`src/rtl/modular_exponentiation_defines.svh`:
```
// Assertion helpers used by the top-level RTL.
`ifndef MODULAR_EXPONENTIATION_DEFINES_SVH
`define MODULAR_EXPONENTIATION_DEFINES_SVH

// Same-cycle implication, checked outside reset
`define MEXP_ASSERT_NOW(lbl, ante, cons, msg) \
    lbl: assert property (@(posedge i_clk) disable iff (!i_rst_n) (ante) |-> (cons)) \
        else $error(msg);

// Next-cycle implication, checked outside reset
`define MEXP_ASSERT_NEXT(lbl, ante, cons, msg) \
    lbl: assert property (@(posedge i_clk) disable iff (!i_rst_n) (ante) |=> (cons)) \
        else $error(msg);

`endif

```
`src/rtl/mexp_pkg.sv`:
```
`timescale 1ns / 1ps
package mexp_pkg;
    localparam int MOD_BITS  = 32;
    localparam int EXP_BITS  = 32;
    localparam int BASE_BITS = 64;
    localparam int OUT_BITS  = 32;
    localparam int CFG_BITS  = 32;
    // one extra cell holds the doubled remainder
    localparam int CELLS     = MOD_BITS + 1;
    localparam int CNT_BITS  = $clog2(BASE_BITS + 1);

    // register indexes
    localparam logic REG_EXPONENT = 1'b0;
    localparam logic REG_MODULUS  = 1'b1;

    // per-cycle control broadcast to every cell
    typedef struct packed {
        logic clear;
        logic step;
    } t_cell_ctl;
endpackage

```
`src/rtl/mexp_cell.sv`:
```
`timescale 1ns / 1ps
// One bit slice of the remainder: double, reduce, add, reduce.
module mexp_cell (
    input  logic                i_clk,
    input  mexp_pkg::t_cell_ctl i_ctl,
    input  logic                i_sh,
    input  logic                i_nb,
    input  logic                i_ab,
    input  logic                i_b1,
    input  logic                i_c2,
    input  logic                i_b3,
    input  logic                i_sel1,
    input  logic                i_sel3,
    output logic                o_b1,
    output logic                o_c2,
    output logic                o_b3,
    output logic                o_r
);
    logic r_bit;
    logic n_bit;
    logic d1, ub, v, w;

    // 2r - n
    assign d1   = i_sh ^ i_nb ^ i_b1;
    assign o_b1 = (~i_sh & (i_nb | i_b1)) | (i_nb & i_b1);
    assign ub   = i_sel1 ? d1 : i_sh;
    // + addend
    assign v    = ub ^ i_ab ^ i_c2;
    assign o_c2 = (ub & i_ab) | (ub & i_c2) | (i_ab & i_c2);
    // - n
    assign w    = v ^ i_nb ^ i_b3;
    assign o_b3 = (~v & (i_nb | i_b3)) | (i_nb & i_b3);

    always_comb begin
        n_bit = r_bit;
        if (i_ctl.clear) begin
            n_bit = 1'b0;
        end else if (i_ctl.step) begin
            n_bit = i_sel3 ? w : v;
        end
    end

    always_ff @(posedge i_clk) begin
        r_bit <= n_bit;
    end

    assign o_r = r_bit;
endmodule

```
`src/rtl/mexp_chain.sv`:
```
`timescale 1ns / 1ps
// Row of remainder cells; one step computes r = ((2r + s) mod n + a) mod n.
module mexp_chain (
    input  logic                          i_clk,
    input  mexp_pkg::t_cell_ctl           i_ctl,
    input  logic                          i_shift_in,
    input  logic [mexp_pkg::MOD_BITS-1:0] i_mod,
    input  logic [mexp_pkg::MOD_BITS-1:0] i_addend,
    output logic [mexp_pkg::CELLS-1:0]    o_rem
);
    logic [mexp_pkg::CELLS:0]   b1, c2, b3;
    logic [mexp_pkg::CELLS-1:0] sh, nb, ab;
    logic sel1, sel3;

    assign b1[0] = 1'b0;
    assign c2[0] = 1'b0;
    assign b3[0] = 1'b0;
    assign sh    = {o_rem[mexp_pkg::CELLS-2:0], i_shift_in};
    assign nb    = {1'b0, i_mod};
    assign ab    = {1'b0, i_addend};
    // no borrow out of the top means the difference is kept
    assign sel1  = ~b1[mexp_pkg::CELLS];
    assign sel3  = ~b3[mexp_pkg::CELLS];

    for (genvar j = 0; j < mexp_pkg::CELLS; j++) begin : g_cell
        mexp_cell u_cell (
            .i_clk  (i_clk),
            .i_ctl  (i_ctl),
            .i_sh   (sh[j]),
            .i_nb   (nb[j]),
            .i_ab   (ab[j]),
            .i_b1   (b1[j]),
            .i_c2   (c2[j]),
            .i_b3   (b3[j]),
            .i_sel1 (sel1),
            .i_sel3 (sel3),
            .o_b1   (b1[j+1]),
            .o_c2   (c2[j+1]),
            .o_b3   (b3[j+1]),
            .o_r    (o_rem[j])
        );
    end
endmodule

```
`src/rtl/modular_exponentiation.sv`:
```
`timescale 1ns / 1ps
// Modular exponentiation, base^exponent mod modulus, right-to-left square and
// multiply. One item at a time: the 64-bit base is first reduced, one base bit
// per step, then each exponent bit costs a multiply pass when set plus a
// squaring pass (skipped after the top set bit), with a decision state after
// each pass through the cell row. All work runs through one row of bit-slice
// cells doing one shift-add-reduce per cycle.
// A zero exponent gives 1 and a zero modulus gives 0 without using the cell row.
// The next base is taken while a finished result still waits on the output.
`include "modular_exponentiation_defines.svh"
module modular_exponentiation (
    input  logic        i_clk,
    input  logic        i_rst_n,
    input  logic        i_cfg_we,
    input  logic        i_cfg_addr,
    input  logic [31:0] i_cfg_data,
    input  logic        i_s_tvalid,
    output logic        o_s_tready,
    input  logic [63:0] i_s_tdata,   // [63:0] base_value
    output logic        o_m_tvalid,
    input  logic        i_m_tready,
    output logic [31:0] o_m_tdata    // [31:0] power_result
);
    localparam int W = mexp_pkg::MOD_BITS;

    localparam logic [1:0] S_IDLE = 2'd0;
    localparam logic [1:0] S_RUN  = 2'd1;
    localparam logic [1:0] S_NEXT = 2'd2;
    localparam logic [1:0] S_FIN  = 2'd3;

    localparam logic [1:0] K_RED = 2'd0;
    localparam logic [1:0] K_ACC = 2'd1;
    localparam logic [1:0] K_SQ  = 2'd2;

    logic [mexp_pkg::EXP_BITS-1:0]  r_exp_cfg, n_exp_cfg;
    logic [W-1:0]                   r_mod, n_mod;
    logic [1:0]                     r_state, n_state;
    logic [1:0]                     r_kind, n_kind;
    logic [mexp_pkg::CNT_BITS-1:0]  r_cnt, n_cnt;
    logic [mexp_pkg::BASE_BITS-1:0] r_base, n_base;
    logic [mexp_pkg::EXP_BITS-1:0]  r_exp, n_exp;
    logic [W-1:0]                   r_acc, n_acc, r_sq, n_sq;
    logic [W-1:0]                   r_mb, n_mb, r_res, n_res, r_out, n_out;
    logic                           r_ov, n_ov;

    mexp_pkg::t_cell_ctl     ctl;
    logic                    shift_in;
    logic [W-1:0]            addend;
    logic [mexp_pkg::CELLS-1:0] rem;
    logic [W-1:0]            rem_w;
    logic                    s_xfer, m_xfer;

    assign s_xfer = i_s_tvalid && o_s_tready;
    assign m_xfer = o_m_tvalid && i_m_tready;
    assign rem_w  = rem[W-1:0];

    mexp_chain u_chain (
        .i_clk      (i_clk),
        .i_ctl      (ctl),
        .i_shift_in (shift_in),
        .i_mod      (r_mod),
        .i_addend   (addend),
        .o_rem      (rem)
    );

    // configuration writes
    always_comb begin
        n_exp_cfg = r_exp_cfg;
        n_mod     = r_mod;
        if (i_cfg_we) begin
            unique case (i_cfg_addr)
                mexp_pkg::REG_EXPONENT: n_exp_cfg = i_cfg_data;
                mexp_pkg::REG_MODULUS:  n_mod     = i_cfg_data[W-1:0];
                default:                n_mod     = r_mod;
            endcase
        end
    end

    // sequencer
    always_comb begin
        logic [W-1:0] acc_v, sq_v;
        logic [mexp_pkg::EXP_BITS-1:0] e_v;
        n_state  = r_state;
        n_kind   = r_kind;
        n_cnt    = r_cnt;
        n_base   = r_base;
        n_exp    = r_exp;
        n_acc    = r_acc;
        n_sq     = r_sq;
        n_mb     = r_mb;
        n_res    = r_res;
        n_out    = r_out;
        n_ov     = r_ov && !m_xfer;
        ctl      = '0;
        shift_in = 1'b0;
        addend   = '0;
        acc_v    = r_acc;
        sq_v     = r_sq;
        e_v      = r_exp;
        unique case (r_state)
            S_IDLE: begin
                if (s_xfer) begin
                    n_base = i_s_tdata;
                    n_exp  = r_exp_cfg;
                    n_acc  = W'(1);
                    if (r_exp_cfg == '0) begin
                        n_res   = W'(1);
                        n_state = S_FIN;
                    end else if (r_mod == '0) begin
                        n_res   = '0;
                        n_state = S_FIN;
                    end else begin
                        ctl.clear = 1'b1;
                        n_kind    = K_RED;
                        n_cnt     = mexp_pkg::CNT_BITS'(mexp_pkg::BASE_BITS);
                        n_state   = S_RUN;
                    end
                end
            end
            S_RUN: begin
                ctl.step = 1'b1;
                if (r_kind == K_RED) begin
                    shift_in = r_base[mexp_pkg::BASE_BITS-1];
                    n_base   = r_base << 1;
                end else begin
                    addend = r_mb[W-1] ? r_sq : '0;
                    n_mb   = r_mb << 1;
                end
                n_cnt = r_cnt - 1'b1;
                if (r_cnt == mexp_pkg::CNT_BITS'(1)) begin
                    n_state = S_NEXT;
                end
            end
            S_NEXT: begin
                // collect the pass result, then pick the next pass
                unique case (r_kind)
                    K_ACC:   acc_v = rem_w;
                    K_SQ: begin
                        sq_v = rem_w;
                        e_v  = r_exp >> 1;
                    end
                    default: sq_v = rem_w;
                endcase
                n_acc = acc_v;
                n_sq  = sq_v;
                n_exp = e_v;
                ctl.clear = 1'b1;
                n_cnt = mexp_pkg::CNT_BITS'(W);
                if (e_v[0] && r_kind != K_ACC) begin
                    n_kind  = K_ACC;
                    n_mb    = acc_v;
                    n_state = S_RUN;
                end else if ((e_v >> 1) == '0) begin
                    n_res   = acc_v;
                    n_state = S_FIN;
                end else begin
                    n_kind  = K_SQ;
                    n_mb    = sq_v;
                    n_state = S_RUN;
                end
            end
            default: begin
                if (!r_ov || i_m_tready) begin
                    n_out   = r_res;
                    n_ov    = 1'b1;
                    n_state = S_IDLE;
                end
            end
        endcase
    end

    always_ff @(posedge i_clk) begin
        if (!i_rst_n) begin
            r_state   <= S_IDLE;
            r_ov      <= 1'b0;
            r_exp_cfg <= '0;
            r_mod     <= W'(1);
        end else begin
            r_state   <= n_state;
            r_ov      <= n_ov;
            r_exp_cfg <= n_exp_cfg;
            r_mod     <= n_mod;
        end
    end

    always_ff @(posedge i_clk) begin
        r_kind <= n_kind;
        r_cnt  <= n_cnt;
        r_base <= n_base;
        r_exp  <= n_exp;
        r_acc  <= n_acc;
        r_sq   <= n_sq;
        r_mb   <= n_mb;
        r_res  <= n_res;
        r_out  <= n_out;
    end

    assign o_s_tready = (r_state == S_IDLE);
    assign o_m_tvalid = r_ov;
    assign o_m_tdata  = mexp_pkg::OUT_BITS'(r_out);

    // remainder stays reduced while the cell row works
    `MEXP_ASSERT_NOW(a_rem_reduced, r_state == S_RUN || r_state == S_NEXT, rem < {1'b0, r_mod}, "remainder not reduced")
    // nonzero exponent with nonzero modulus gives a reduced result
    `MEXP_ASSERT_NOW(a_res_reduced, r_state == S_FIN && r_exp != '0 && r_mod != '0, r_res < r_mod, "result not reduced")
    // zero exponent goes straight to the output stage
    `MEXP_ASSERT_NEXT(a_zero_exp, s_xfer && r_exp_cfg == '0, r_state == S_FIN && r_res == W'(1), "zero exponent path")
endmodule
```
`config.mk`:
```
export PLATFORM = sky130hd
export DESIGN_NAME = modular_exponentiation
export DESIGN_NICKNAME = d
export VERILOG_FILES = /design/src/rtl/mexp_pkg.sv /design/src/rtl/mexp_cell.sv /design/src/rtl/mexp_chain.sv /design/src/rtl/modular_exponentiation.sv
export VERILOG_INCLUDE_DIRS = /design/src /design/src/rtl
export SDC_FILE = /design/constraint.sdc
export NUM_CORES = 1
export LEC_CHECK = 0
export BUFFER_PORTS_ARGS = -buffer_cell sky130_fd_sc_hd__buf_2
export CAP_MARGIN = 10
export CORE_MARGIN = 5
export CORE_UTILIZATION = 61
export CTS_CLUSTER_DIAMETER = 120
export DETAILED_ROUTE_END_ITERATION = 10
export GPL_TIMING_DRIVEN = 0
export PLACE_DENSITY = 0.81
export SLEW_MARGIN = 15
export SYNTH_ARGS = -nofsm -noshare
export SYNTH_HDL_FRONTEND = slang
export SYNTH_SLANG_ARGS = --single-unit
```
`constraint.sdc`:
```
create_clock -name i_clk -period 41.1 [get_ports i_clk]
set_clock_uncertainty 0.1 [all_clocks]
set_input_delay 2.055 -clock i_clk [delete_from_list [all_inputs] [get_ports i_clk]]
set_output_delay 2.055 -clock i_clk [all_outputs]
set_load 0.01 [all_outputs]
```
# Yosys cells after proc, flatten, opt, wreduce, memory -nomap -nowiden
# Cells that the tools add are included.
[classes] n_addsub=1 eq_ne=16 n_mux=116 n_bitwise=667 reduce_logical=28
[ops] operator="32-bit two-way mux" count=17
[ops] operator="32-bit one-hot mux with 2 select lines" count=4
[ops] operator="1-bit bitwise AND" count=222
[ops] operator="1-bit bitwise XOR" count=191
[ops] operator="1-bit bitwise OR" count=186
[ops] operator="64-bit two-way mux" count=2
[ops] operator="64-bit one-hot mux with 2 select lines" count=1
[ops] operator="32-bit logical NOT" count=3
[ops] operator="1-bit two-way mux" count=73
[ops] operator="1-bit inverter" count=68
[ops] operator="2-bit two-way mux" count=12
[ops] operator="7-bit two-way mux" count=3
[ops] operator="7-bit one-hot mux with 3 select lines" count=1
[ops] operator="2-bit inequality test (second input constant)" count=7
[ops] operator="5-bit AND reduction" count=2
[ops] operator="3-bit AND reduction" count=3
[ops] operator="2-bit AND reduction" count=4
[ops] operator="7-bit by 1-bit equality test with 1-bit output (second input constant)" count=1
[ops] operator="7-bit by 1-bit subtractor with 7-bit output (second input constant)" count=1
[ops] operator="2-bit one-hot mux with 3 select lines" count=1
[ops] operator="2-bit nonzero test" count=3
[ops] operator="2-bit by 1-bit equality test with 1-bit output (second input constant)" count=2
[ops] operator="2-bit equality test (second input constant)" count=2
[ops] operator="1-bit logical AND" count=4
[ops] operator="12 further kinds" count=15
[totals] reg_bits=364 out_inout_bits=34 word_cells=873

# Logic depth before layout (Yosys ltp)
# Gate-level depths: netlist (run 1).
[logic_depth] depth_word=198 mapped_depth=83 mapped_depth_nobuf=78

# Hierarchy
# From an unflattened synthesis (run 1), not the netlist that was laid out.
[hier_totals] hier_cells=1663 hier_area_um2=18671.7
[modules_own_cells] mod="modular_exponentiation" instances=1 cells_per_inst=1165 area_each_um2=13953.4
[modules_own_cells] mod="mexp_cell" instances=33 cells_per_inst=15 area_each_um2=142.6
[modules_own_cells] mod="mexp_chain" instances=1 cells_per_inst=3 area_each_um2=11.3

# Least setup slack after synthesis (run 1)
# No wires, ideal clock.
[synth_path] path_kind="register to register" start="register r_state[1]" end="register u_chain.g_cell[15].u_cell.r_bit" arrival_time_ns=30.839 t_required_ns=40.935 setup_slack_ns=10.096 path_stages_with_launch=84 n_path_buf=5 period_less_slack_ns=31.004 path_cell_list="dfxtp_1 -> inv_1 -> ha_1 -> clkbuf_1 -> buf_2 -> buf_1 -> nand3_1 -> ha_1 -> inv_1 -> fa_1 -> fa_1 -> fa_1 -> fa_1 -> fa_1 -> fa_1 -> inv_1 -> fa_1 -> inv_1 -> [48 not listed] -> fa_1 -> fa_1 -> fa_1 -> fa_1 -> fa_1 -> fa_1 -> fa_1 -> fa_1 -> fa_1 -> fa_1 -> fa_1 -> fa_1 -> fa_1 -> o21ai_1 -> buf_2 -> mux2i_1 -> mux2i_1 -> nor2_1"
[synth_between] elab_chain_len=197 elab_cells_between_ends=584 cone_classes="eq/ne: 2; mux: 39; bitwise: 541; reduce/logical: 2"
[synth_rtl] element="start: declaration" line="modular_exponentiation.sv:37" rtl="logic [1:0] r_state, n_state;"
[synth_rtl] element="start signal: assignment" line="modular_exponentiation.sv:179" rtl="r_state <= n_state;"
[synth_rtl] element="2-bit by 1-bit equality test with 1-bit output" line="modular_exponentiation.sv:100" rtl="unique case (r_state)"
[synth_rtl] element="1-bit two-way mux" line="modular_exponentiation.sv:100"
[synth_rtl] element="1-bit inverter" line="mexp_cell.sv:25" rtl="assign o_b1 = (~i_sh & (i_nb | i_b1)) | (i_nb & i_b1);"
[synth_rtl] element="1-bit bitwise AND" line="mexp_cell.sv:25"
[synth_rtl] element="1-bit bitwise OR" line="mexp_cell.sv:25"
[synth_rtl] element="1-bit bitwise AND" line="mexp_cell.sv:25"
[synth_rtl] element="1-bit bitwise OR (2 in series)" line="mexp_cell.sv:25"
[synth_rtl] element="1-bit bitwise AND" line="mexp_cell.sv:25"
[synth_rtl] element="[178 not listed]"
[synth_rtl] element="1-bit bitwise AND (on tied branches)" line="mexp_cell.sv:29, mexp_cell.sv:32"
[synth_rtl] element="1-bit bitwise OR (on tied branches) (2 in series)" line="mexp_cell.sv:29, mexp_cell.sv:32"
[synth_rtl] element="1-bit bitwise AND (on tied branches)" line="mexp_cell.sv:29, mexp_cell.sv:32"
[synth_rtl] element="1-bit bitwise OR (on tied branches) (2 in series)" line="mexp_cell.sv:29, mexp_cell.sv:32"
[synth_rtl] element="1-bit bitwise XOR / 1-bit bitwise AND (equally long branches)" line="mexp_cell.sv:28, mexp_cell.sv:32"
[synth_rtl] element="1-bit inverter / 1-bit bitwise OR (equally long branches)" line="mexp_cell.sv:32" rtl="assign o_b3 = (~v & (i_nb | i_b3)) | (i_nb & i_b3);"
[synth_rtl] element="1-bit bitwise AND" line="mexp_cell.sv:32"
[synth_rtl] element="1-bit two-way mux" line="mexp_cell.sv:39" rtl="n_bit = i_sel3 ? w : v;"
[synth_rtl] element="end signal: assignment" line="mexp_cell.sv:44" rtl="r_bit <= n_bit;"
[synth_rtl] element="end: declaration" line="mexp_cell.sv:19" rtl="logic r_bit;"
# Parallel ways exist; a longest one is shown, timed or not.
# A chain may end at the register's enable or synchronous reset.

# Worst setup path in the final report (run 1)
[layout_path] start="register r_state[1]" end="register u_chain.g_cell[10].u_cell.r_bit"
[layout_between] elab_chain_len=197 elab_cells_between_ends=584 cone_classes="eq/ne: 2; mux: 39; bitwise: 541; reduce/logical: 2"
[layout_rtl] element="2-bit by 1-bit equality test with 1-bit output" line="modular_exponentiation.sv:100"
[layout_rtl] element="1-bit two-way mux" line="modular_exponentiation.sv:100"
[layout_rtl] element="1-bit inverter" line="mexp_cell.sv:25"
[layout_rtl] element="1-bit bitwise AND" line="mexp_cell.sv:25"
[layout_rtl] element="1-bit bitwise OR" line="mexp_cell.sv:25"
[layout_rtl] element="1-bit bitwise AND" line="mexp_cell.sv:25"
[layout_rtl] element="1-bit bitwise OR (2 in series)" line="mexp_cell.sv:25"
[layout_rtl] element="1-bit bitwise AND" line="mexp_cell.sv:25"
[layout_rtl] element="[178 not listed]"
[layout_rtl] element="1-bit bitwise AND (on tied branches)" line="mexp_cell.sv:29, mexp_cell.sv:32"
[layout_rtl] element="1-bit bitwise OR (on tied branches) (2 in series)" line="mexp_cell.sv:29, mexp_cell.sv:32"
[layout_rtl] element="1-bit bitwise AND (on tied branches)" line="mexp_cell.sv:29, mexp_cell.sv:32"
[layout_rtl] element="1-bit bitwise OR (on tied branches) (2 in series)" line="mexp_cell.sv:29, mexp_cell.sv:32"
[layout_rtl] element="1-bit bitwise XOR / 1-bit bitwise AND (equally long branches)" line="mexp_cell.sv:28, mexp_cell.sv:32"
[layout_rtl] element="1-bit inverter / 1-bit bitwise OR (equally long branches)" line="mexp_cell.sv:32"
[layout_rtl] element="1-bit bitwise AND" line="mexp_cell.sv:32"
[layout_rtl] element="1-bit two-way mux" line="mexp_cell.sv:39"
[layout_rtl] element="end signal: assignment" line="mexp_cell.sv:44"
[layout_rtl] element="end: declaration" line="mexp_cell.sv:19"
# Parallel ways exist; a longest one is shown, timed or not.

==> impl_metrics.env, run 1 <==
export IMPL_tns_ns=0
export IMPL_finalWorstSetupSlack_ns=7.52
export IMPL_hold_depth=0
export IMPL_via_per_inst=5.80
export IMPL_start_util_pct=61.4
export IMPL_reg2reg_slack_ns=7.52
export IMPL_finalHoldViolations=0
export IMPL_track_usage_pct=25.8
export IMPL_async_reset_ff_share_pct=0
export IMPL_grt_max_degree=34
export IMPL_cts_tree="yes"
export IMPL_peakVddDrop_v=0.0000418
export IMPL_drv_slew=0
export IMPL_final_net_count=1913
export IMPL_slowest_delay_ns=0.63
export IMPL_synth_top_family_by_area="simple AND/OR/NAND/NOR gates"
export IMPL_area_growth_syn_to_layout_pct=14.2
export IMPL_root_buffer="clkbuf_16"
export IMPL_die_area_um2=33200
export IMPL_p_int_uw=1000
export IMPL_synth_top_area_share_pct=44.0
export IMPL_synthMuxAreaShare_pct=10.4
export IMPL_yosys_top_cells_area="edfxtp_1 44%, dfxtp_1 11%, fa_1 10%, nand2_1 7.0%, mux2i_1 5.3%"
export IMPL_place_hpwl_um=31200
export IMPL_overflow=0
export IMPL_cp_data_arrival_time_ns=33.95
export IMPL_synth_xor_area_share_pct=0.242
export IMPL_clk_path_buf_depth=3
export IMPL_setup_violations=0
export IMPL_core_area_um2=29400
export IMPL_hp_class="reg -> reg"
export IMPL_crit_path_top_delay_cell="clkbuf_1"
export IMPL_cts_inserted_buffers=38
export IMPL_finalCritPeriodShare_pct=81.7
export IMPL_power_frac_comb_pct=40.1
export IMPL_grt_pass1_wl_um=68700
export IMPL_p_sw_share_pct=35.9
export IMPL_synth_edff_count=265
export IMPL_yosysTopAreaCell="edfxtp_1"
export IMPL_avgRoutedWirePerCell_um=19.8
export IMPL_worstMarginPinSlew_ns=0.962
export IMPL_critPathKind="reg -> reg"
export IMPL_syn_inst=1523
export IMPL_final_core_util_pct=70.2
export IMPL_synthSimpleGateAreaFrac_pct=12.3
export IMPL_num_vias=12330
export IMPL_avgSynthCellArea_um2=11.9
export IMPL_synth_distinct_cells=48
export IMPL_reg2reg_depth=83
export IMPL_netSwitchingPower_uw=560
export IMPL_required_ns=41.47
export IMPL_fmax_ghz=0.0298
export IMPL_diodes=0
export IMPL_drive_above_1_share_pct=17.6
export IMPL_dr_pass1_iters=6
export IMPL_port_buffers=134
export IMPL_fin_crit_ns=33.58
export IMPL_cp_start_kind="flip-flop"
export IMPL_crit_fanout=10
export IMPL_outcome="finished, final reports clean"
export IMPL_clock_sinks=364
export IMPL_rsz0062_at_grt="false"
export IMPL_synth_flop_cell="edfxtp_1"
export IMPL_antenna_found_initial=1
export IMPL_post_cts_resize_count=0
export IMPL_ant_nets=0
export IMPL_pre_cts_ws_ns=7.52
export IMPL_synth_compound_area_share_pct=7.83
export IMPL_drt_wl_total_um=42200
export IMPL_synthesis_area_um2=18100
export IMPL_hold_buffers=0
export IMPL_sequentialPowerShare_pct=38.5
export IMPL_relSlewSlack_pct=35.9
export IMPL_hold_slack_ns=0.317
export IMPL_p_leak_uw=0.00772
export IMPL_clk_latency_ns=0.53
export IMPL_post_cts_buffers=0
export IMPL_final_cell_mix="334 x nand2_1, 265 x edfxtp_1, 146 x buf_2"
export IMPL_ctsHtreeMaxLevel=2
export IMPL_yosys_register_bits=364
export IMPL_cellPowerDensity_nw_per_um2=75.6
export IMPL_ys_seq_area_share_pct=55.0
export IMPL_yosys_warnings=0
export IMPL_cp_common_cell="fa_1"
export IMPL_clockPowerShare_pct=21.5
export IMPL_fp_dieW_um=182
export IMPL_final_common_cell="nand2_1"
export IMPL_grt_pass1_vias=12897
export IMPL_io_pins=136
export IMPL_row_count=63
export IMPL_cp_end_kind="flip-flop"
export IMPL_synthAdderAreaFrac_pct=11.0
export IMPL_dr_first_iter_drc_count=1144
export IMPL_syn_nets=1728
export IMPL_cts_clk_slew_worst_paths_ns=0.06
export IMPL_drc=0
export IMPL_maxCapViolations=0
export IMPL_place_gp_congestion=0.916
export IMPL_die_h_um=182
[synthesized netlist by cell type (2+ instances only)]
master,count
a21boi_0,98
a21oi_1,22
a221o_1,14
a31oi_1,31
and2_1,4
and3_1,19
and4_1,2
buf_1,10
buf_2,12
buf_4,2
clkbuf_1,67
dfxtp_1,99
edfxtp_1,265
fa_1,93
ha_1,10
inv_1,61
mux2_2,82
mux2i_1,95
nand2_1,335
nand2b_1,4
nand3_1,10
nand4_1,5
nor2_1,81
nor2b_1,24
nor3_1,8
nor4_1,20
o21a_1,5
o21ai_0,21
or3_1,2
xor2_1,4
[area by class of cell]
type / count / area [um^2]
Clock inverter: 14 / 119
Clock buffer: 55 / 1090
Tap cell: 390 / 488
Sequential cell: 364 / 9940
Fill cell: 2076 / 8770
Timing Repair Buffer: 145 / 833
Buffer: 91 / 364
Multi-Input combinational cell: 1007 / 7570
Inverter: 61 / 229
[power groups by stage]
stage / combinational [uW] / sequential (uW) / clock [uW]
floorplan: 462 / 594 / 0
global placement: 568 / 614 / 0
detailed placement: 621 / 605 / 0
CTS: 628 / 599 / 338
global route: 703 / 609 / 355
finish: 625 / 600 / 335
[through the flow]
step | power [uW] | cell area (um^2) | instances
floorplan | 1060 | 18100 | 1523
global placement | 1180 | 19200 | 2047
detailed placement | 1230 | 19400 | 2058
CTS | 1560 | 20600 | 2127
global route | 1670 | 20600 | 2127
finish | 1560 | 20600 | 2127
[logic make-up after synthesis]
kind of cell	Yosys count
AO/OA/AOI/OAI	202
XOR/XNOR	5
adder cells (fa/ha/maj)	103
buffers and inverters	152
flip-flops	364
multiplexers	177
AND/OR/NAND/NOR	520
[sequential cells by signal (all words and copies together) (netlist names)]
name,cells
r_base,64
o_m_tdata,32
r_acc,32
r_exp,32
r_exp_cfg,32
r_mb,32
r_mod,32
r_res,32
r_sq,32
u_chain.g_cell.u_cell.o_r,32
r_cnt,7
r_kind,2
r_state,2
o_m_tvalid,1
[per-layer routing]
| layer | part of all wire [%] | GRT usage (%) |
|---|---|---|
| met1 | 40 | 34.5 |
| met2 | 49 | 43.2 |
| met3 | 8.6 | 4.96 |
| met4 | 3.1 | 8.32 |
| met5 | 0.017 | 0 |
[critical path, delay by kind of cell, from the launching register on]
kind                     cells  cell delay [ns]
adder cells (fa/ha/maj)     66            28.68
buffers and inverters       10             2.30
AND/OR/NAND/NOR              3             0.81
multiplexers                 3             0.65
AO/OA/AOI/OAI                1             0.52
flip-flops                   1             0.43
[worst paths after layout]
kind | startpoint | endpoint
max | r_state[1] | u_chain.g_cell[10].u_cell.o_r
min | r_res[17] | o_m_tdata[17]
max reg2reg | r_state[1] | u_chain.g_cell[10].u_cell.o_r
min reg2reg | r_res[17] | o_m_tdata[17]
No activity file was read; power rests on OpenSTA's default activity.
==> inputs of run 2 (changes only) <==
--- a/config.mk
+++ b/config.mk
@@ -6,14 +6,15 @@
 export SDC_FILE = /design/constraint.sdc
 export NUM_CORES = 1
 export LEC_CHECK = 0
+export ABC_AREA = 1
 export BUFFER_PORTS_ARGS = -buffer_cell sky130_fd_sc_hd__buf_2
 export CAP_MARGIN = 10
 export CORE_MARGIN = 5
-export CORE_UTILIZATION = 61
+export CORE_UTILIZATION = 55
 export CTS_CLUSTER_DIAMETER = 120
 export DETAILED_ROUTE_END_ITERATION = 10
 export GPL_TIMING_DRIVEN = 0
-export PLACE_DENSITY = 0.81
+export PLACE_DENSITY = 0.77
 export SLEW_MARGIN = 15
 export SYNTH_ARGS = -nofsm -noshare
 export SYNTH_HDL_FRONTEND = slang
==> constraint.sdc (replaced) <==
create_clock -name i_clk -period 29.8 [get_ports i_clk]
set_clock_uncertainty 0.1 [all_clocks]
set_input_delay 1.49 -clock i_clk [delete_from_list [all_inputs] [get_ports i_clk]]
set_output_delay 1.49 -clock i_clk [all_outputs]
set_load 0.01 [all_outputs]
==> run 2 against run 1 <==
Global-route usage down 0.30 points. Clock power up 50%. Via count up 13%. Critical path type unchanged.
==> impl_metrics.env, run 2 <==
export IMPL_drive_above_1_share_pct=15.1
export IMPL_dr_first_iter_drc_count=1421
export IMPL_placed_cell_area_um2=19300
export IMPL_p_int_uw=1370
export IMPL_cts_clk_slew_worst_paths_ns=0.07
export IMPL_root_buffer="clkbuf_16"
export IMPL_num_vias=13956
export IMPL_syn_inst=1829
export IMPL_fin_crit_ns=29.06
export IMPL_cts_tree="yes"
export IMPL_synth_top_area_share_pct=44.7
export IMPL_cp_end_kind="flip-flop"
export IMPL_cts_inserted_buffers=39
export IMPL_outcome="finished, final reports clean"
export IMPL_synth_distinct_cells=39
export IMPL_final_common_cell="nand2_1"
export IMPL_slowest_delay_ns=0.52
export IMPL_synthSimpleGateAreaFrac_pct=17.5
export IMPL_fp_dieW_um=190
export IMPL_synth_xor_area_share_pct=0.0492
export IMPL_cellPowerDensity_nw_per_um2=106
export IMPL_synth_flop_cell="edfxtp_1"
export IMPL_die_h_um=190
export IMPL_relSlewSlack_pct=29.2
export IMPL_hp_class="reg -> reg"
export IMPL_final_net_count=2222
export IMPL_clk_latency_ns=0.53
export IMPL_grt_max_degree=32
export IMPL_yosys_register_bits=364
export IMPL_netSwitchingPower_uw=840
export IMPL_yosys_warnings=0
export IMPL_place_gp_congestion=0.919
export IMPL_ys_top_cells_by_count="551 x nand2_1, 265 x edfxtp_1, 191 x o21ai_0"
export IMPL_yosysTopAreaCell="edfxtp_1"
export IMPL_drv_slew=0
export IMPL_rsz0062_at_grt="false"
export IMPL_place_hpwl_um=34200
export IMPL_synth_compound_area_share_pct=10.3
export IMPL_cp_common_cell="fa_2"
export IMPL_syn_nets=2034
export IMPL_maxCapViolations=0
export IMPL_dr_pass1_iters=5
export IMPL_clk_path_buf_depth=3
export IMPL_start_util_pct=56.1
export IMPL_finalHoldViolations=0
export IMPL_antenna_found_initial=3
export IMPL_tns_ns=0
export IMPL_total_power_uw=2200
export IMPL_cp_data_arrival_time_ns=29.42
export IMPL_drt_wl_total_um=46600
export IMPL_die_area_um2=36100
export IMPL_clock_sinks=364
export IMPL_track_usage_pct=25.5
export IMPL_row_count=65
export IMPL_io_pins=136
export IMPL_setup_violations=0
export IMPL_p_sw_share_pct=38.1
export IMPL_required_ns=30.16
export IMPL_avgSynthCellArea_um2=9.73
export IMPL_synth_edff_count=265
export IMPL_top_register="r_base"
export IMPL_critPathKind="reg -> reg"
export IMPL_yosysMostFrequentCell="nand2_1"
export IMPL_sequentialPowerShare_pct=35.8
export IMPL_peakVddDrop_v=0.0000600
export IMPL_crit_fanout=10
export IMPL_via_per_inst=5.70
export IMPL_area_growth_syn_to_layout_pct=16.9
export IMPL_crit_path_top_delay_cell="fa_1"
export IMPL_ys_seq_area_share_pct=55.8
export IMPL_grt_pass1_wl_um=73100
export IMPL_grt_pass1_vias=13846
export IMPL_finalCritPeriodShare_pct=97.5
export IMPL_synthesis_area_um2=17800
export IMPL_yosys_top_cells_area="edfxtp_1 45%, nand2_1 12%, dfxtp_1 11%, fa_1 10%, o21ai_0 5.4%"
export IMPL_synthAdderAreaFrac_pct=11.2
export IMPL_stdcell_area_um2=20800
export IMPL_synthMuxAreaShare_pct=0.0562
export IMPL_fmax_ghz=0.0344
export IMPL_core_area_um2=31700
export IMPL_overflow=0
export IMPL_hold_slack_ns=0.318
export IMPL_fin_cells=2450
export IMPL_drc=0
export IMPL_p_leak_uw=0.00833
export IMPL_worstMarginPinSlew_ns=1.06
export IMPL_place_inst=2376
export IMPL_ant_nets=0
export IMPL_final_cell_mix="551 x nand2_1, 265 x edfxtp_1, 190 x o21ai_0"
export IMPL_port_buffers=134
export IMPL_avgRoutedWirePerCell_um=19.0
export IMPL_async_reset_ff_share_pct=0
export IMPL_cp_start_kind="flip-flop"
export IMPL_largest_reg_flops=64
export IMPL_clockPowerShare_pct=22.8
export IMPL_ctsHtreeMaxLevel=2
export IMPL_synth_top_family_by_area="simple AND/OR/NAND/NOR gates"
export IMPL_power_frac_comb_pct=41.4
==> run 2: cell types whose count changed after synthesis, moves of 80 or more <==
cell / delta
nand2_1: +216
o21ai_0: +170
a21boi_0: -98
mux2i_1: -94
a21oi_1: +82
mux2_2: -82
nor2_1: +80
==> run 2: worst paths after layout <==
| check | from | slack [ns] | depth (start not counted) | end |
|---|---|---|---|---|
| setup / recovery | r_state[1] | 0.74 | 82 | u_chain.g_cell[14].u_cell.o_r |
| hold / removal | r_res[7] | 0.32 | 0 | o_m_tdata[7] |
| setup reg to reg | r_state[1] | 0.74 | 82 | u_chain.g_cell[14].u_cell.o_r |
| hold reg to reg | r_res[7] | 0.32 | 0 | o_m_tdata[7] |
==> run 2: area by class of cell <==
type | count | area, um^2
diodes | 2 | 5.00
plain buffers | 99 | 474
clock buffers | 50 | 1120
clock inverters | 20 | 210
fillers | 2475 | 10900
inverters | 127 | 479
multi-input cells | 1239 | 7120
flip-flops and latches | 364 | 9940
well taps | 402 | 503
repair buffers | 147 | 948
==> run 2: repair_timing <==
action | in CTS | in global routing
pin swaps | 2 | 2
cloned | 0 | 0
endpoints found under the setup margin | 32 | 32
endpoints found under the hold margin | 0 | 0
buffers inserted | 1 | 1
resized for setup | 40 | 18
hold buffers | 0 | 0
==> run 2: cell families after synthesis <==
kind of cell | count (synthesis)
buf+inv | 226
fa+ha+maj | 103
compound gates | 345
xor+xnor | 1
simple gates | 789
flops | 364
mux | 1
==> run 2: metrics by stage <==
stage / util, % / worst slack [ns]
6_report: 65.6 / 0.739
3_5_place_dp: 60.9 / -1.86
5_1_grt: 65.6 / 0.0191
4_1_cts: 65.4 / 0.0289
3_3_place_gp: 59.9 / -1.72
2_1_floorplan: - / 0.0388
==> run 2: critical path, delay by kind of cell (launching register included) <==
kind	cells	cell delay (ns)
adders and majority gates	66	26.43
buffers and inverters	9	1.02
and+or+nand+nor	4	0.55
DFF	1	0.37
AOI/OAI and AO/OA	2	0.30
muxes	1	0.22
==> run 2: per-layer routing <==
metal	up-vias	global-route usage (%)	wire [um]
li1	6452	-	-
met1	6636	35.0	18800
met2	756	42.0	22100
met3	110	3.98	4100
met4	2	8.68	1620
met5	-	0	13
==> run 2: power groups by stage <==
stage / Clock [uW] / Combinational, uW / Sequential (uW)
after floorplan: 0 / 607 / 796
after global placement: 0 / 796 / 817
after detailed placement: 0 / 862 / 796
after CTS: 509 / 895 / 788
after global routing: 529 / 1030 / 800
final: 503 / 912 / 790
==> inputs of run 3 (changes only) <==
--- a/config.mk
+++ b/config.mk
@@ -9,7 +9,7 @@
 export ABC_AREA = 1
 export BUFFER_PORTS_ARGS = -buffer_cell sky130_fd_sc_hd__buf_2
 export CAP_MARGIN = 10
-export CORE_MARGIN = 5
+export CORE_MARGIN = 2
 export CORE_UTILIZATION = 55
 export CTS_CLUSTER_DIAMETER = 120
 export DETAILED_ROUTE_END_ITERATION = 10
==> run 3 against run 2 <==
Die area shrank 6.2%. Hold slack gained 0.00062 ns. Setup slack improved by 0.11 ns. Critical path type unchanged. Largest cell class unchanged. Critical path depth did not move. Largest power group unchanged.
==> impl_metrics.env, run 3 (synthesis results as in run 2) <==
export IMPL_largest_reg_flops=64
export IMPL_hold_start="r_res[27]"
export IMPL_die_h_um=184
export IMPL_grt_pass1_wl_um=71200
export IMPL_fin_crit_ns=28.96
export IMPL_ant_nets=0
export IMPL_drc=0
export IMPL_die_area_um2=33800
export IMPL_rsz0062_at_grt="false"
export IMPL_overflow=0
export IMPL_hold_depth=0
export IMPL_multiInputGateArea_um2=7130
export IMPL_dr_pass1_iters=6
export IMPL_fillers=2476
export IMPL_cts_tree="yes"
export IMPL_crit_fanout=10
export IMPL_holdPathEnd="o_m_tdata[27]"
export IMPL_wl_met2_um=21300
export IMPL_clk_path_buf_depth=3
export IMPL_r2r_end="u_chain.g_cell[14].u_cell.o_r"
export IMPL_clock_sinks=364
export IMPL_cp_data_arrival_time_ns=29.31
export IMPL_hold_buffers=0
export IMPL_clk_latency_ns=0.53
export IMPL_place_hpwl_um=33300
export IMPL_track_usage_pct=27.2
export IMPL_met3_length_um=3670
export IMPL_maxCapViolations=0
export IMPL_cts_clk_slew_worst_paths_ns=0.06
export IMPL_io_pins=136
export IMPL_p_leak_uw=0.00827
export IMPL_peakVddDrop_v=0.0000632
export IMPL_drv_slew=0
export IMPL_slowest_delay_ns=0.52
export IMPL_critPathKind="reg -> reg"
export IMPL_crit_path_top_delay_cell="fa_1"
export IMPL_final_cell_mix="551 x nand2_1, 265 x edfxtp_1, 190 x o21ai_0"
export IMPL_total_power_uw=2170
export IMPL_port_buffers=134
export IMPL_cp_end_kind="flip-flop"
export IMPL_via_per_inst=5.62
export IMPL_top_register="r_base"
export IMPL_final_common_cell="nand2_1"
export IMPL_finalHoldViolations=0
export IMPL_antenna_found_initial=2
export IMPL_top_layer="met5"
export IMPL_num_vias=13763
export IMPL_drt_wl_total_um=45300
export IMPL_fp_dieW_um=184
export IMPL_finalCritPeriodShare_pct=97.2
export IMPL_cts_inserted_buffers=38
export IMPL_relSlewSlack_pct=29.2
export IMPL_setup_violations=0
export IMPL_reg2reg_depth=82
export IMPL_start_util_pct=56.1
export IMPL_cp_start_kind="flip-flop"
export IMPL_avgRoutedWirePerCell_um=18.5
export IMPL_hp_class="reg -> reg"
export IMPL_r2r_start="r_state[1]"
export IMPL_worstMarginPinSlew_ns=1.06
export IMPL_row_count=65
export IMPL_required_ns=30.16
export IMPL_place_gp_congestion=0.939
export IMPL_final_net_count=2221
export IMPL_area_growth_syn_to_layout_pct=16.2
export IMPL_cp_common_cell="fa_1"
export IMPL_final_core_util_pct=65.2
export IMPL_dr_first_iter_drc_count=1564
export IMPL_grt_pass1_vias=13254
export IMPL_root_buffer="clkbuf_16"
export IMPL_cellPowerDensity_nw_per_um2=105
export IMPL_seq_area_um2=9940
export IMPL_drive_above_1_share_pct=15.2
export IMPL_ctsHtreeMaxLevel=2
export IMPL_grt_max_degree=29
export IMPL_reg2reg_slack_ns=0.84
export IMPL_outcome="finished, final reports clean"
export IMPL_wl_met1_um=18900
export IMPL_core_area_um2=31700
export IMPL_fmax_ghz=0.0345
run 3: changes by cell type in the layout (fill, tap and decap cells not counted), moves of 2 or more:
cell / before / now
fa_1: 48 / 45
clkbuf_8: 4 / 1
buf_12: 2 / 4
buf_16: 7 / 4
clkbuf_16: 43 / 41
clkbuf_4: 1 / 3
clkinv_2: 5 / 8
clkinv_1: 6 / 10
fa_2: 45 / 48
run 3: worst max-delay path, delay by kind of cell (launching register included):
family	cells	cell delay, ns
adders and majority gates	66	26.32
buffers and inverters	9	1.01
and+or+nand+nor	4	0.60
DFF	1	0.38
AOI/OAI and AO/OA	2	0.24
muxes	1	0.23
run 3: layout make-up:
cell class / count / area share, %
well taps: 402 / 2.43
plain buffers: 99 / 2.29
diodes: 1 / 0.0121
multi-input cells: 1239 / 34.5
clock inverters: 25 / 0.962
flip-flops and latches: 364 / 48.0
clock buffers: 45 / 5.03
repair buffers: 147 / 4.43
inverters: 127 / 2.32
run 3: timing repair:
item	4_1_cts	5_1_grt
gates cloned	0	0
setup buffers	2	0
setup endpoints to repair	32	32
pin swaps	1	2
gates resized for setup	38	25
run 3: worst max-delay path by stage:
stage,startpoint,to,slack (ns),cells after the start
6_report,r_state[1],u_chain.g_cell[14].u_cell.o_r,0.84,82
5_1_grt,r_state[1],u_chain.g_cell[14].u_cell.o_r,0.04,82
4_1_cts,r_state[1],u_chain.g_cell[29].u_cell.o_r,0.04,82
3_5_place_dp,r_state[1],u_chain.g_cell[20].u_cell.o_r,-1.93,81
3_3_place_gp,r_state[1],u_chain.g_cell[22].u_cell.o_r,-1.73,81
2_1_floorplan,r_state[1],u_chain.g_cell[10].u_cell.o_r,0.04,82
run 3: layer usage:
layer	vias up	global-route usage [%]
met5	-	0
met4	2	8.58
met3	106	4.40
met2	626	44.0
met1	6581	37.9
li1	6448	-
run 3: stage by stage:
stage | worst slack (ns) | area, um^2 | hold WS, ns | instances | setup TNS, ns
global placement | -1.73 | 19000 | 0.301 | 2365 | -54.19
CTS | 0.0432 | 20600 | 0.318 | 2448 | 0
detailed placement | -1.93 | 19300 | 0.305 | 2376 | -60.36
finish | 0.845 | 20700 | 0.318 | 2449 | 0
global route | 0.0368 | 20700 | 0.324 | 2449 | 0
floorplan | 0.0388 | 17800 | 0.300 | 1829 | 0
run 3: where the power goes:
| part | total (uW) | switching (uW) | internal (uW) |
|---|---|---|---|
| Sequential | 788 | 53.4 | 735 |
| Clock | 475 | 199 | 276 |
| Combinational | 911 | 583 | 328 |
